===== src/design/fixed_schema_json_record_parser_top_macros.svh =====
// Assertion macros shared by the JSON record parser RTL.
`ifndef FIXED_SCHEMA_JSON_RECORD_PARSER_TOP_MACROS_SVH
`define FIXED_SCHEMA_JSON_RECORD_PARSER_TOP_MACROS_SVH

// Checks that a condition implies another in the same cycle.
`define FJP_ASSERT_SAME(label, clk, rst, ante, cons) \
   label: assert property (@(posedge clk) disable iff (rst) (ante) |-> (cons)) \
      else $error("fjp check failed");

// Checks that a condition implies another in the following cycle.
`define FJP_ASSERT_NEXT(label, clk, rst, ante, cons) \
   label: assert property (@(posedge clk) disable iff (rst) (ante) |=> (cons)) \
      else $error("fjp check failed");

`endif


===== src/design/fjp_pkg.sv =====
// Shared types, codes and character helpers of the JSON record parser.
package fjp_pkg;

   localparam logic [2:0] EV_INT    = 3'd0;
   localparam logic [2:0] EV_CHAR   = 3'd1;
   localparam logic [2:0] EV_STREND = 3'd2;
   localparam logic [2:0] EV_BOOL   = 3'd3;
   localparam logic [2:0] EV_RECEND = 3'd4;
   localparam logic [2:0] EV_ARREND = 3'd5;
   localparam logic [2:0] EV_ERROR  = 3'd6;

   localparam logic [2:0] LAST_SLOT = 3'd6;

   localparam logic [1:0] VT_INT  = 2'd0;
   localparam logic [1:0] VT_STR  = 2'd1;
   localparam logic [1:0] VT_BOOL = 2'd2;

   typedef struct packed {
      logic [2:0]  kind;
      logic [2:0]  field;
      logic [63:0] int_value;
      logic [7:0]  char_value;
      logic        bool_value;
   } event_type;

   function automatic logic is_ws(input logic [7:0] c);
      return ((c >= 8'd9) && (c <= 8'd13)) || (c == 8'd32);
   endfunction

   function automatic logic is_digit(input logic [7:0] c);
      return (c >= 8'h30) && (c <= 8'h39);
   endfunction

   function automatic logic [7:0] key_letter(input logic [2:0] slot);
      logic [7:0] r;
      case (slot)
         3'd0: r = 8'h61;
         3'd1: r = 8'h70;
         3'd2: r = 8'h71;
         3'd3: r = 8'h66;
         3'd4: r = 8'h6C;
         3'd5: r = 8'h54;
         3'd6: r = 8'h6D;
         default: r = 8'h00;
      endcase
      return r;
   endfunction

   function automatic logic [1:0] key_kind(input logic [2:0] slot);
      logic [1:0] r;
      case (slot)
         3'd1, 3'd2: r = VT_STR;
         3'd6: r = VT_BOOL;
         default: r = VT_INT;
      endcase
      return r;
   endfunction

endpackage


===== src/design/fjp_in_reg.sv =====
// Input register that holds one accepted word until the parser takes it.
module fjp_in_reg
   import fjp_pkg::*;
(
   input  logic       clock,
   input  logic       reset,
   input  logic       req_valid,
   output logic       req_ready,
   input  logic [7:0] req_data_byte,
   input  logic       req_stream_start,
   input  logic       take,
   output logic       held_valid,
   output logic [7:0] held_byte,
   output logic       held_start
);

   logic       valid_ff;
   logic       valid_in;
   logic [7:0] byte_ff;
   logic       start_ff;

   assign req_ready  = !valid_ff || take;
   assign valid_in   = (req_valid && req_ready) || (valid_ff && !take);
   assign held_valid = valid_ff;
   assign held_byte  = byte_ff;
   assign held_start = start_ff;

   always_ff @(posedge clock) begin
      if (reset) begin
         valid_ff <= 1'b0;
      end else begin
         valid_ff <= valid_in;
      end
      if (req_valid && req_ready) begin
         byte_ff  <= req_data_byte;
         start_ff <= req_stream_start;
      end
   end

endmodule


===== src/design/fjp_core.sv =====
// Parser state and the one-byte step that yields the next state and event.
module fjp_core
   import fjp_pkg::*;
(
   input  logic       clock,
   input  logic       reset,
   input  logic       step,
   input  logic [7:0] data_byte,
   input  logic       stream_start,
   output logic       emit,
   output event_type  ev
);

   typedef enum logic [4:0] {
      PH_BRACKET, PH_FIRST, PH_OBJ, PH_KEYQ, PH_KEYCH, PH_COLON,
      PH_INT_START, PH_INT_DIGIT1, PH_INT_MORE, PH_STR_Q, PH_STR_CH,
      PH_BOOL, PH_SKIP, PH_SEP, PH_AFTER_REC, PH_DONE, PH_ERR
   } phase_type;

   phase_type   phase_ff, phase_in, cur_phase;
   logic [2:0]  slot_ff, slot_in, cur_slot;
   logic [63:0] acc_ff, acc_in, cur_acc;
   logic        minus_ff, minus_in, cur_minus;
   logic [1:0]  len_ff, len_in, cur_len;
   logic        match_ff, match_in, cur_match;
   logic [2:0]  skip_ff, skip_in, cur_skip;
   logic        ws;
   logic        dig;
   logic [63:0] acc_times_ten;
   logic [2:0]  skip_dec;

   always_comb begin
      if (stream_start) begin
         cur_phase = PH_BRACKET;
         cur_slot  = '0;
         cur_acc   = '0;
         cur_minus = 1'b0;
         cur_len   = '0;
         cur_match = 1'b0;
         cur_skip  = '0;
      end else begin
         cur_phase = phase_ff;
         cur_slot  = slot_ff;
         cur_acc   = acc_ff;
         cur_minus = minus_ff;
         cur_len   = len_ff;
         cur_match = match_ff;
         cur_skip  = skip_ff;
      end
   end

   assign ws  = is_ws(data_byte);
   assign dig = is_digit(data_byte);
   assign acc_times_ten = {cur_acc[60:0], 3'b000} + {cur_acc[62:0], 1'b0}
                          + {60'd0, data_byte[3:0]};
   assign skip_dec = (cur_skip != 3'd0) ? (cur_skip - 3'd1) : cur_skip;

   always_comb begin
      phase_in = cur_phase;
      slot_in  = cur_slot;
      acc_in   = cur_acc;
      minus_in = cur_minus;
      len_in   = cur_len;
      match_in = cur_match;
      skip_in  = cur_skip;
      emit     = 1'b0;
      ev       = '0;
      ev.field = cur_slot;
      unique case (cur_phase)
         PH_BRACKET: begin
            if (!ws) begin
               if (data_byte == 8'h5B) begin
                  phase_in = PH_FIRST;
               end else begin
                  phase_in = PH_ERR;
                  emit     = 1'b1;
                  ev.kind  = EV_ERROR;
               end
            end
         end
         PH_FIRST, PH_OBJ: begin
            if (!ws) begin
               if (data_byte == 8'h5D && cur_phase == PH_FIRST) begin
                  phase_in = PH_DONE;
                  emit     = 1'b1;
                  ev.kind  = EV_ARREND;
                  ev.field = 3'd0;
               end else if (data_byte == 8'h7B) begin
                  slot_in  = 3'd0;
                  phase_in = PH_KEYQ;
               end else begin
                  phase_in = PH_ERR;
                  emit     = 1'b1;
                  ev.kind  = EV_ERROR;
               end
            end
         end
         PH_KEYQ: begin
            if (!ws) begin
               if (data_byte == 8'h22) begin
                  len_in   = 2'd0;
                  match_in = 1'b0;
                  phase_in = PH_KEYCH;
               end else begin
                  phase_in = PH_ERR;
                  emit     = 1'b1;
                  ev.kind  = EV_ERROR;
               end
            end
         end
         PH_KEYCH: begin
            if (data_byte == 8'h22) begin
               if (cur_len == 2'd1 && cur_match) begin
                  phase_in = PH_COLON;
               end else begin
                  phase_in = PH_ERR;
                  emit     = 1'b1;
                  ev.kind  = EV_ERROR;
               end
            end else begin
               match_in = (cur_len == 2'd0) && (data_byte == key_letter(cur_slot));
               if (cur_len != 2'd3) begin
                  len_in = cur_len + 2'd1;
               end
            end
         end
         PH_COLON: begin
            if (!ws) begin
               if (data_byte != 8'h3A) begin
                  phase_in = PH_ERR;
                  emit     = 1'b1;
                  ev.kind  = EV_ERROR;
               end else begin
                  case (key_kind(cur_slot))
                     VT_INT:  phase_in = PH_INT_START;
                     VT_STR:  phase_in = PH_STR_Q;
                     default: phase_in = PH_BOOL;
                  endcase
               end
            end
         end
         PH_INT_START: begin
            if (!ws) begin
               minus_in = 1'b0;
               if (data_byte == 8'h2D) begin
                  minus_in = 1'b1;
                  phase_in = PH_INT_DIGIT1;
               end else if (dig) begin
                  acc_in   = {60'd0, data_byte[3:0]};
                  phase_in = PH_INT_MORE;
               end else begin
                  phase_in = PH_ERR;
                  emit     = 1'b1;
                  ev.kind  = EV_ERROR;
               end
            end
         end
         PH_INT_DIGIT1: begin
            if (dig) begin
               acc_in   = {60'd0, data_byte[3:0]};
               phase_in = PH_INT_MORE;
            end else begin
               phase_in = PH_ERR;
               emit     = 1'b1;
               ev.kind  = EV_ERROR;
            end
         end
         PH_INT_MORE: begin
            if (dig) begin
               acc_in = acc_times_ten;
            end else if (!ws && data_byte != 8'h2C) begin
               phase_in = PH_ERR;
               emit     = 1'b1;
               ev.kind  = EV_ERROR;
            end else begin
               emit         = 1'b1;
               ev.kind      = EV_INT;
               ev.int_value = cur_minus ? (64'd0 - cur_acc) : cur_acc;
               if (data_byte == 8'h2C) begin
                  slot_in  = cur_slot + 3'd1;
                  phase_in = PH_KEYQ;
               end else begin
                  phase_in = PH_SEP;
               end
            end
         end
         PH_STR_Q: begin
            if (!ws) begin
               if (data_byte == 8'h22) begin
                  phase_in = PH_STR_CH;
               end else begin
                  phase_in = PH_ERR;
                  emit     = 1'b1;
                  ev.kind  = EV_ERROR;
               end
            end
         end
         PH_STR_CH: begin
            emit = 1'b1;
            if (data_byte == 8'h22) begin
               phase_in = PH_SEP;
               ev.kind  = EV_STREND;
            end else begin
               ev.kind       = EV_CHAR;
               ev.char_value = data_byte;
            end
         end
         PH_BOOL: begin
            if (!ws) begin
               emit = 1'b1;
               if (data_byte == 8'h74) begin
                  skip_in       = 3'd3;
                  phase_in      = PH_SKIP;
                  ev.kind       = EV_BOOL;
                  ev.bool_value = 1'b1;
               end else if (data_byte == 8'h66) begin
                  skip_in  = 3'd4;
                  phase_in = PH_SKIP;
                  ev.kind  = EV_BOOL;
               end else begin
                  phase_in = PH_ERR;
                  ev.kind  = EV_ERROR;
               end
            end
         end
         PH_SKIP: begin
            skip_in = skip_dec;
            if (skip_dec == 3'd0) begin
               phase_in = PH_SEP;
            end
         end
         PH_SEP: begin
            if (!ws) begin
               if (cur_slot < LAST_SLOT && data_byte == 8'h2C) begin
                  slot_in  = cur_slot + 3'd1;
                  phase_in = PH_KEYQ;
               end else if (cur_slot == LAST_SLOT && data_byte == 8'h7D) begin
                  phase_in = PH_AFTER_REC;
                  emit     = 1'b1;
                  ev.kind  = EV_RECEND;
                  ev.field = LAST_SLOT;
               end else begin
                  phase_in = PH_ERR;
                  emit     = 1'b1;
                  ev.kind  = EV_ERROR;
               end
            end
         end
         PH_AFTER_REC: begin
            if (!ws) begin
               if (data_byte == 8'h2C) begin
                  phase_in = PH_OBJ;
               end else if (data_byte == 8'h5D) begin
                  phase_in = PH_DONE;
                  emit     = 1'b1;
                  ev.kind  = EV_ARREND;
                  ev.field = 3'd0;
               end else begin
                  phase_in = PH_ERR;
                  emit     = 1'b1;
                  ev.kind  = EV_ERROR;
               end
            end
         end
         PH_DONE: begin
            phase_in = PH_DONE;
         end
         default: begin
            phase_in = PH_ERR;
         end
      endcase
   end

   always_ff @(posedge clock) begin
      if (reset) begin
         phase_ff <= PH_BRACKET;
         slot_ff  <= '0;
         acc_ff   <= '0;
         minus_ff <= 1'b0;
         len_ff   <= '0;
         match_ff <= 1'b0;
         skip_ff  <= '0;
      end else if (step) begin
         phase_ff <= phase_in;
         slot_ff  <= slot_in;
         acc_ff   <= acc_in;
         minus_ff <= minus_in;
         len_ff   <= len_in;
         match_ff <= match_in;
         skip_ff  <= skip_in;
      end
   end

endmodule


===== src/design/fjp_out_reg.sv =====
// Result register that holds one event until the consumer takes it.
module fjp_out_reg
   import fjp_pkg::*;
(
   input  logic      clock,
   input  logic      reset,
   input  logic      load,
   input  event_type ev,
   output logic      can_load,
   output logic      rsp_valid,
   input  logic      rsp_ready,
   output event_type held_ev
);

   logic      valid_ff;
   logic      valid_in;
   event_type ev_ff;

   assign can_load  = !valid_ff || rsp_ready;
   assign valid_in  = load || (valid_ff && !rsp_ready);
   assign rsp_valid = valid_ff;
   assign held_ev   = ev_ff;

   always_ff @(posedge clock) begin
      if (reset) begin
         valid_ff <= 1'b0;
      end else begin
         valid_ff <= valid_in;
      end
      if (load) begin
         ev_ff <= ev;
      end
   end

endmodule


===== src/design/fixed_schema_json_record_parser_top.sv =====
// Top level of the fixed-schema JSON record parser.
// The parser takes one byte of a JSON array of seven-key objects per clock and gives at most
// one event word per byte: an integer, a string character, a string end, a boolean, a record
// end, an array end or an error. A byte passes through an input register and one parser step
// into the result register, and with a ready consumer one byte is taken in every cycle. The
// parser step advances only when the result register is free or being emptied, which is what
// holds back the input side.
module fixed_schema_json_record_parser_top
   import fjp_pkg::*;
(
   input  logic        clock,
   input  logic        reset,
   input  logic        req_valid,
   output logic        req_ready,
   input  logic [7:0]  req_data_byte,
   input  logic        req_stream_start,
   output logic        rsp_valid,
   input  logic        rsp_ready,
   output logic [2:0]  rsp_event_kind,
   output logic [2:0]  rsp_field_number,
   output logic signed [63:0] rsp_int_value,
   output logic [7:0]  rsp_char_value,
   output logic        rsp_bool_value
);

   logic      held_valid;
   logic [7:0] held_byte;
   logic      held_start;
   logic      can_load;
   logic      step;
   logic      emit;
   event_type step_ev;
   event_type out_ev;

   assign step = held_valid && can_load;

   fjp_in_reg u_in_reg (
      .clock            (clock),
      .reset            (reset),
      .req_valid        (req_valid),
      .req_ready        (req_ready),
      .req_data_byte    (req_data_byte),
      .req_stream_start (req_stream_start),
      .take             (step),
      .held_valid       (held_valid),
      .held_byte        (held_byte),
      .held_start       (held_start)
   );

   fjp_core u_core (
      .clock        (clock),
      .reset        (reset),
      .step         (step),
      .data_byte    (held_byte),
      .stream_start (held_start),
      .emit         (emit),
      .ev           (step_ev)
   );

   fjp_out_reg u_out_reg (
      .clock     (clock),
      .reset     (reset),
      .load      (step && emit),
      .ev        (step_ev),
      .can_load  (can_load),
      .rsp_valid (rsp_valid),
      .rsp_ready (rsp_ready),
      .held_ev   (out_ev)
   );

   assign rsp_event_kind   = out_ev.kind;
   assign rsp_field_number = out_ev.field;
   assign rsp_int_value    = out_ev.int_value;
   assign rsp_char_value   = out_ev.char_value;
   assign rsp_bool_value   = out_ev.bool_value;

`include "fixed_schema_json_record_parser_top_macros.svh"

   `FJP_ASSERT_SAME(a_int_only_for_int, clock, reset, rsp_valid && rsp_event_kind != EV_INT, rsp_int_value == 64'sd0)
   `FJP_ASSERT_SAME(a_recend_field, clock, reset, rsp_valid && rsp_event_kind == EV_RECEND, rsp_field_number == LAST_SLOT)
   `FJP_ASSERT_SAME(a_char_in_string, clock, reset, rsp_valid && rsp_event_kind == EV_CHAR, rsp_field_number == 3'd1 || rsp_field_number == 3'd2)
   `FJP_ASSERT_SAME(a_stall_holds_input, clock, reset, !req_ready, held_valid && rsp_valid && !rsp_ready)

endmodule

===== config.mk =====
export PLATFORM = sky130hd
export DESIGN_NAME = fixed_schema_json_record_parser_top
export DESIGN_NICKNAME = d
export VERILOG_FILES = /design/src/design/fjp_pkg.sv /design/src/design/fjp_in_reg.sv /design/src/design/fjp_core.sv /design/src/design/fjp_out_reg.sv /design/src/design/fixed_schema_json_record_parser_top.sv
export VERILOG_INCLUDE_DIRS = /design/src /design/src/design
export SDC_FILE = /design/constraint.sdc
export NUM_CORES = 1
export LEC_CHECK = 0
export ABC_AREA = 1
export BUFFER_PORTS_ARGS = -buffer_cell sky130_fd_sc_hd__buf_2
export CAP_MARGIN = 20
export CORE_ASPECT_RATIO = 2
export CORE_MARGIN = 4
export CORE_UTILIZATION = 45
export DETAILED_ROUTE_END_ITERATION = 10
export PLACE_DENSITY = 0.63
export SETUP_SLACK_MARGIN = 0.05
export SYNTH_ARGS = -nofsm -noshare
export SYNTH_HDL_FRONTEND = slang
export SYNTH_SLANG_ARGS = --single-unit

===== constraint.sdc =====
create_clock -name clock -period 11.2 [get_ports clock]
set_input_delay 2.8 -clock clock [delete_from_list [all_inputs] [get_ports clock]]
set_output_delay 2.8 -clock clock [all_outputs]
set_load 0.01 [all_outputs]

### After elaboration in Yosys (flattened, before gate mapping)

Cells that the tools add are included.

* flip-flop bits (word level): 169
* input port bits: 13
* output and inout bits: 81
* logic and storage cells: 233

* add/subtract/negate cells: 6
* order comparisons: 5
* equality and inequality tests: 37
* muxes and demuxes: 130
* bitwise gates (word level): 3
* reduce and logical (&&, ||, !) cells: 36

Operators with widths (count)
* two-way mux 64 bit: 6
* case mux 64 bit (3 select lines): 1
* two-way mux 5 bit: 30
* two-way mux 3 bit: 35
* case mux 5 bit (15 select lines): 1
* adder 64 x 4 -> 64 bit: 1
* adder 64 bit: 1
* subtractor 1 x 64 -> 64 bit (first input constant): 1
* case mux 7 bit (7 select lines): 1
* equality test 8 x 7 -> 1 bit (second input constant): 6
* equality test 5 x 4 -> 1 bit (second input constant): 8
* case mux 3 bit (12 select lines): 1
* equality test 8 x 6 -> 1 bit (second input constant): 4
* two-way mux 6 bit: 5
* two-way mux 1 bit: 28
* two-way mux 2 bit: 11
* equality test 5 x 3 -> 1 bit (second input constant): 4
* case mux 3 bit (3 select lines): 2
* two-way mux 8 bit: 2
* != test 8 x 6 -> 1 bit (second input constant): 2
* logical AND 1 bit: 13
* OR reduction 2 bit: 6
* case mux 1 bit (11 select lines): 1
* equality test 5 x 2 -> 1 bit (second input constant): 2
* 28 further kinds: 45

### Longest topological paths before layout

Gate-level depths: netlist of run 1.

* word-level depth: 12
* mapped depth: 24
* gate-level depth less buffers: 24

### Hierarchy

Synthesis of run 1 repeated with hierarchy kept, for this count alone.

* cells, all modules: 2678
* area total of the unflattened synthesis: 16482.1 µm²

By module, submodules not included
* fjp_core: times used 1, cells each 2575, area an instance 13731.9 µm², sequential area each 1581.5 µm²
* fjp_out_reg: times used 1, cells each 84, area an instance 2414.8 µm², sequential area each 2392.3 µm²
* fjp_in_reg: times used 1, cells each 15, area an instance 317.8 µm², sequential area each 290.3 µm²
* fixed_schema_json_record_parser_top: times used 1, cells each 4, area an instance 17.5 µm², sequential area each 0.0 µm²

### Worst setup path after synthesis of run 1

No wires, ideal clock.

* kind: input -> output
* from: input rsp_ready
* to: output req_ready
* arrival time: 2.984 ns
* required time: 8.400 ns
* slack: 5.416 ns
* cell stages on the path: 2
* buffers on the path: 0
* cell sequence: inv_1 -> nand3_1

* word-level cells in the longest chain between the ends: 3

Ends and longest elaborated chain
* from (decl): RTL line fixed_schema_json_record_parser_top.sv:18 `input logic rsp_ready,`
* logical OR 1 bit: RTL line fjp_out_reg.sv:19 `assign can_load = !valid_ff || rsp_ready;`
* logical AND 1 bit: RTL line fixed_schema_json_record_parser_top.sv:35 `assign step = held_valid && can_load;`
* logical OR 1 bit: RTL line fjp_in_reg.sv:22 `assign req_ready = !valid_ff || take;`
* to (decl): RTL line fixed_schema_json_record_parser_top.sv:14 `output logic req_ready,`

No other way between the ends.

### Worst setup path after layout of run 1

Ends and elaborated chain as after synthesis.

==> impl_metrics.json, run 1 <==
{
  "end_kind": "output port",
  "vias": 17961,
  "syn_area_um2": 16160,
  "multi_input_area_um2": 10090,
  "hp-class": "flip-flop to flip-flop",
  "met2_length_mm": 35.16,
  "place_inst": 3040,
  "synth_seq_area_share": 0.2638,
  "clkSinkCount": 169,
  "finalHoldViolations": 0,
  "clk_pin_slew_worst_paths_ns": 0.06,
  "critPathMaxStageDelay_ns": 0.16,
  "start_kind": "primary input",
  "vias_per_cell": 5.847,
  "fin_crit_sh": 0.5370,
  "clk_latency_ns": 0.45,
  "met1_length_mm": 22.03,
  "post_cts_buffers": 0,
  "first_iter_violations": 1384,
  "grt-ovfl-total": 0,
  "synthFlopType": "edfxtp_1",
  "dieArea_um2": 39200,
  "yosys.cell_types.count": 58,
  "htreeDepth": 4,
  "critical_path.top_delay_family": "buffers and inverters",
  "path_buf_inv": 3,
  "die_h_um": 276.0,
  "setup_viol": 0,
  "ir_worst_vdd_uv": 209.8,
  "yosys.area.top_type": "edfxtp_1",
  "period_minus_slack_ns": 6.015,
  "synth-seq-cells": 169,
  "grt_use_total": 0.3444,
  "numCtsBuffers": 17,
  "finalNonFillerCells": 3072,
  "clk_path_buf_depth": 2,
  "crit_path_cell_trace": "buf_2 > inv_1 > nand3_1 > buf_2",
  "synthCells": 2551,
  "drc": 0,
  "postRouteWirelength_mm": 69.05,
  "antenna_found_initial": 0,
  "fin_util": 0.4922,
  "synth_nets": 2695,
  "firstDrtPassIters": 6,
  "cts_tree": "done",
  "crit_fanout": 3,
  "yosysTopAreaCellShare": 0.1635,
  "initial_utilization": 0.4530,
  "grt_pass1_wl_mm": 101.9,
  "clock.fmax_ghz": 0.1663,
  "yosys_warnings": 0,
  "cts_resized": 0,
  "hpwl_mm": 55.09,
  "tightest_slew_ns": 1.094,
  "maxCapViolCount": 0,
  "rows": 98,
  "grt_pass1_vias": 17518,
  "ctsHoldBuffers": 0,
  "ant_nets": 0,
  "critPathMostFrequentCell": "buf_2",
  "fillers": 3812,
  "drive_gt1_frac": 0.07437,
  "synth_area_leaders": "edfxtp_1 (16%), nand2_1 (14%), ha_1 (10%)",
  "slew_headroom": 0.2699,
  "antenna_cells": 0,
  "finalWeightedCongestion": 1.011,
  "avgSynthCellArea_um2": 6.336,
  "die_x_um": 142.0,
  "rsz0062_at_grt": "false",
  "area_growth_pct": 8.646,
  "io_pins": 94,
  "skew_ns": 0.01386,
  "routedWlPerCell_um": 22.48,
  "grt_max_degree": 88,
  "io_buffer_count": 93,
  "powerDensity_nw_per_um2": 92.50,
  "cp.required_ns": 8.40,
  "synth_edf_count": 88,
  "seq_area_um2": 4264,
  "wl_met3_mm": 3.899,
  "fin_area_um2": 17560,
  "nets": 2753,
  "highest-signal-layer": "met4",
  "cpMaxStageDelayCell": "buf_2",
  "async_reset_ff_frac": 0,
  "setup_tns_ns": 0,
  "clock-root-buffer": "clkbuf_16",
  "crit_type": "primary input to output port",
  "p_leak_nw": 8.374,
  "core_um2": 35680,
  "critPathArrivalTime_ns": 3.21,
  "slew_violations": 0,
  "run_status": "finished, final reports clean",
  "dpl-instance-area_um2": 16970
}
-- placed cells by master, fill, tap and decap left out, types with 8 or more instances in the layout --
cell type  instances
nor2_2            13
xnor2_1           13
buf_4             14
a221oi_1          13
dfxtp_1           81
xor2_1            20
o21ai_1            8
o211ai_1          16
nand2_1          589
buf_2             93
or2_2              8
o21ai_0          159
nand3b_1          12
a311oi_1           9
a21oi_1          256
edfxtp_1          88
nand3_1          170
o21bai_1          10
inv_2             10
nor2_1           331
nor3_1            43
inv_1            384
clkbuf_16         17
a211oi_1          15
nand4_1           23
ha_1             130
-- worst paths after layout --
kind	startpoint	endpoint	slack [ns]	cells after the start
max reg2reg	u_in_reg.held_start	u_out_reg.held_ev[59]	6.56	11
min	u_core.acc_ff[20]	u_core.acc_ff[20]	0.47	2
max	rsp_ready	req_ready	5.19	4
min reg2reg	u_core.acc_ff[20]	u_core.acc_ff[20]	0.47	2
-- layer usage --
layer | track usage | vias to the layer above
li1 | - | 8579
met1 | 0.3262 | 8211
met2 | 0.6171 | 863
met3 | 0.04465 | 308
met4 | 0.3246 | 0
met5 | 0 | -
-- synth_stat cells (all sizes together) (16+ instances only) --
master,n
inv,394
edfxtp,88
nand3,172
dfxtp,81
nor3,47
nor2,350
nand2,596
xor2,20
o21ai,168
ha,130
buf,28
clkbuf,40
a211oi,16
o211ai,16
nand4,24
a21oi,256
-- cell families (layout without fill, tap and decap cells) --
group	after synthesis	after routing	synth area share
flops	169	169	0.2638
xor+xnor	33	33	0.01788
buf+inv	463	534	0.1125
fa+ha+maj	131	131	0.1019
compound gates	531	531	0.1836
simple gates	1224	1224	0.3203
-- metrics by stage --
| stage | total power [mW] | setup WS [ns] | hold slack [ns] |
|---|---|---|---|
| 6_report | 1.624 | 5.185 | 0.4700 |
| 3_3_place_gp | 1.017 | 5.158 | 0.4544 |
| 4_1_cts | 1.624 | 5.182 | 0.4671 |
| 2_1_floorplan | 0.9186 | 5.416 | 0.4408 |
| 3_5_place_dp | 1.022 | 5.182 | 0.4567 |
| 5_1_grt | 1.683 | 5.155 | 0.4962 |
-- report_power, final --
| part | switching, mW | internal (mW) | total, mW | leakage (nW) |
|---|---|---|---|---|
| clock | 0.286 | 0.325 | 0.611 | 0.290 |
| combinational | 0.223 | 0.0906 | 0.313 | 6.60 |
| sequential | 0.0174 | 0.683 | 0.700 | 1.48 |
-- flip-flops by register name, summed over array words and instances, names as in the netlist --
name and flops:
u_core.phase_ff 5, u_out_reg.held_ev 79, u_in_reg.held_byte 8, u_in_reg.held_start 1
u_core.slot_ff 3, u_in_reg.held_valid 1, u_core.skip_ff 3, u_core.minus_ff 1
u_core.match_ff 1, u_out_reg.rsp_valid 1, u_core.acc_ff 64, u_core.len_ff 2
-- final cells by class --
class | instances | share of cell area
Multi-Input combinational cell | 1919 | 0.5745
Sequential cell | 169 | 0.2428
Inverter | 395 | 0.08450
Timing Repair Buffer | 107 | 0.03249
Tap cell | 450 | 0.03206
Clock buffer | 19 | 0.02579
Clock inverter | 13 | 0.007908
-- worst reg2reg max path, stage by stage, from the launching register on --
cell      delay [ns]
edfxtp_1        0.41
inv_2           0.63
nand2_1         0.27
nand2_1         0.17
inv_1           0.09
nand2_2         0.56
inv_1           0.50
o21ai_0         0.27
nand3_1         0.15
nand2_1         0.13
clkinv_2        0.56
buf_4           0.56
(Power assumes the default switching activity.)
==> run 2: changes to the inputs <==
- ABC_AREA: 1 -> 0
- clock period: 11.2 -> 5.69 ns (I/O delays scaled with it)
==> impl_metrics.json, run 2 <==
{
  "post_cts_buffers": 0,
  "die_x_um": 130.9,
  "ant_nets": 0,
  "grt_use_total": 0.2588,
  "antenna_found_initial": 0,
  "grt_max_degree": 56,
  "synthCells": 1644,
  "yosys.cell_types.count": 83,
  "fin_area_um2": 14920,
  "p_leak_nw": 6.469,
  "tightest_slew_ns": 1.183,
  "power_mw": 2.712,
  "cts_tree": "done",
  "ir_worst_vdd_uv": 239.3,
  "async_reset_ff_frac": 0,
  "initial_utilization": 0.4586,
  "synthAdderAreaFrac": 0.1212,
  "grt_pass1_vias": 13102,
  "htreeDepth": 4,
  "crit_type": "flip-flop to flip-flop",
  "fin_crit_sh": 0.8145,
  "synth_nets": 1788,
  "dpl-instance-area_um2": 14350,
  "synth_top_family_by_area": "simple AND/OR/NAND/NOR gates",
  "synth_compound_area_frac": 0.2084,
  "period_minus_slack_ns": 4.634,
  "vias_per_cell": 6.213,
  "end_kind": "flip-flop",
  "largest_reg_flops": 79,
  "hp-class": "flip-flop to flip-flop",
  "ctsHoldBuffers": 0,
  "avgSynthCellArea_um2": 8.264,
  "drc": 0,
  "cts_resized": 0,
  "setup_viol": 0,
  "dp_slack_ns": 1.124,
  "yosys_warnings": 0,
  "slew_violations": 0,
  "first_iter_violations": 894,
  "synth-simple-area-share": 0.2353,
  "core_um2": 29620,
  "clk_latency_ns": 0.47,
  "layout_commonest_cell": "nor2_1",
  "clk_path_buf_depth": 2,
  "finalWeightedCongestion": 0.9693,
  "synthMuxAreaShare": 0.004513,
  "nets": 1823,
  "rows": 89,
  "die_h_um": 253.7,
  "layout_common_cells": "nor2_1 (214), ha_1 (130), nand2_1 (121), a21oi_1 (121), o21ai_0 (98)",
  "synth_seq_area_share": 0.3139,
  "grt-ovfl-total": 0,
  "syn_area_um2": 13590,
  "cp.required_ns": 6.05,
  "synth_area_leaders": "edfxtp_1 (19%), ha_1 (12%), dfxtp_1 (12%)",
  "hpwl_mm": 32.71,
  "vias": 12774,
  "postRouteWirelength_mm": 42.59,
  "antenna_cells": 0,
  "io_pins": 94,
  "synthFlopType": "edfxtp_1",
  "powerDensity_nw_per_um2": 181.8,
  "clk_pin_slew_worst_paths_ns": 0.07,
  "run_status": "finished, final reports clean",
  "clock.fmax_ghz": 0.2158,
  "slew_headroom": 0.2095,
  "yosys.area.top_type": "edfxtp_1",
  "dieArea_um2": 33200,
  "setup_tns_ns": 0,
  "crit_fanout": 27,
  "setup_ws_ns": 1.056,
  "area_growth_pct": 9.818,
  "routedWlPerCell_um": 20.71,
  "rsz0062_at_grt": "false",
  "finalHoldViolations": 0,
  "yosysTopAreaCellShare": 0.1945,
  "clock-root-buffer": "clkbuf_16",
  "synth-seq-cells": 169,
  "io_buffer_count": 93,
  "synth_commonest_cells": "nor2_1 (215), ha_1 (130), nand2_1 (122), a21oi_1 (121), o21ai_0 (98)",
  "grt_pass1_wl_mm": 67.40,
  "drive_gt1_frac": 0.1028,
  "numCtsBuffers": 17,
  "synth_edf_count": 88,
  "firstDrtPassIters": 6,
  "clkSinkCount": 169,
  "synth_xor_area_frac": 0.07672,
  "synth.most_common_cell": "nor2_1",
  "critPathArrivalTime_ns": 5.00,
  "start_kind": "flip-flop",
  "fillers": 2887,
  "maxCapViolCount": 0,
  "skew_ns": 0.01670
}
## run 2: critical path, stage by stage (launching register included)
cell and delay [ns]:
edfxtp_1 0.41, buf_4 0.24, nor2b_1 0.34, xor2_1 0.12
ha_1 0.19, a21o_1 0.16, ha_1 0.34, a21oi_1 0.10
o21ai_0 0.31, nand3_1 0.12, a311oi_1 0.66, o2111ai_1 0.26
a2111oi_0 0.76, o21ai_0 0.25, mux2i_1 0.19, nand2_1 0.06
## run 2: logic make-up after synthesis
family	after synthesis
buf+inv	141
simple gates	640
fa+ha+maj	131
mux	6
flops	169
xor+xnor	119
compound gates	438
## run 2: area by class of cell
cell class / count / area, µm² / area share
well taps: 364 / 455.4 / 0.03053
clock buffers: 17 / 425.4 / 0.02851
clock inverters: 15 / 140.1 / 0.009393
inverters: 39 / 146.4 / 0.009812
repair buffers: 118 / 678.2 / 0.04545
flip-flops and latches: 169 / 4265 / 0.2859
multi-input cells: 1334 / 8808 / 0.5904
## run 2: metal layers
layer / wire [µm] / GRT usage / part of all wire / vias up
li1: - / - / - / 6089
met1: 15100 / 0.2579 / 0.35 / 6077
met2: 22830 / 0.4806 / 0.54 / 443
met3: 1775 / 0.03639 / 0.042 / 165
met4: 2882 / 0.1748 / 0.068 / 0
met5: 0 / 0 / 0 / -
## run 2: stage by stage
stage          cells    util  hold slack [ns]
2_1_floorplan   1644       -           0.4173
3_3_place_gp    2024  0.4846           0.4329
3_5_place_dp    2024  0.4846           0.4553
4_1_cts         2056  0.5037           0.4722
5_1_grt         2056  0.5037           0.4892
6_report        2056  0.5037           0.4627
## run 2: power breakdown
| group | leakage (nW) | switching (mW) | total (mW) | internal [mW] |
|---|---|---|---|---|
| registers | 1.48 | 0.0285 | 1.35 | 1.32 |
| clock network | 0.282 | 0.549 | 1.16 | 0.612 |
| logic | 4.70 | 0.138 | 0.203 | 0.0655 |
| total | 6.47 | 0.715 | 2.71 | 2.00 |
## run 2: worst paths after layout
path / start / to / slack [ns] / cells past startpoint
setup / recovery: u_in_reg.held_start / u_core.acc_ff[60] / 1.06 / 15
hold / removal: u_core.acc_ff[47] / u_core.acc_ff[47] / 0.46 / 2
setup reg to reg: u_in_reg.held_start / u_core.acc_ff[60] / 1.06 / 15
hold reg to reg: u_core.acc_ff[47] / u_core.acc_ff[47] / 0.46 / 2
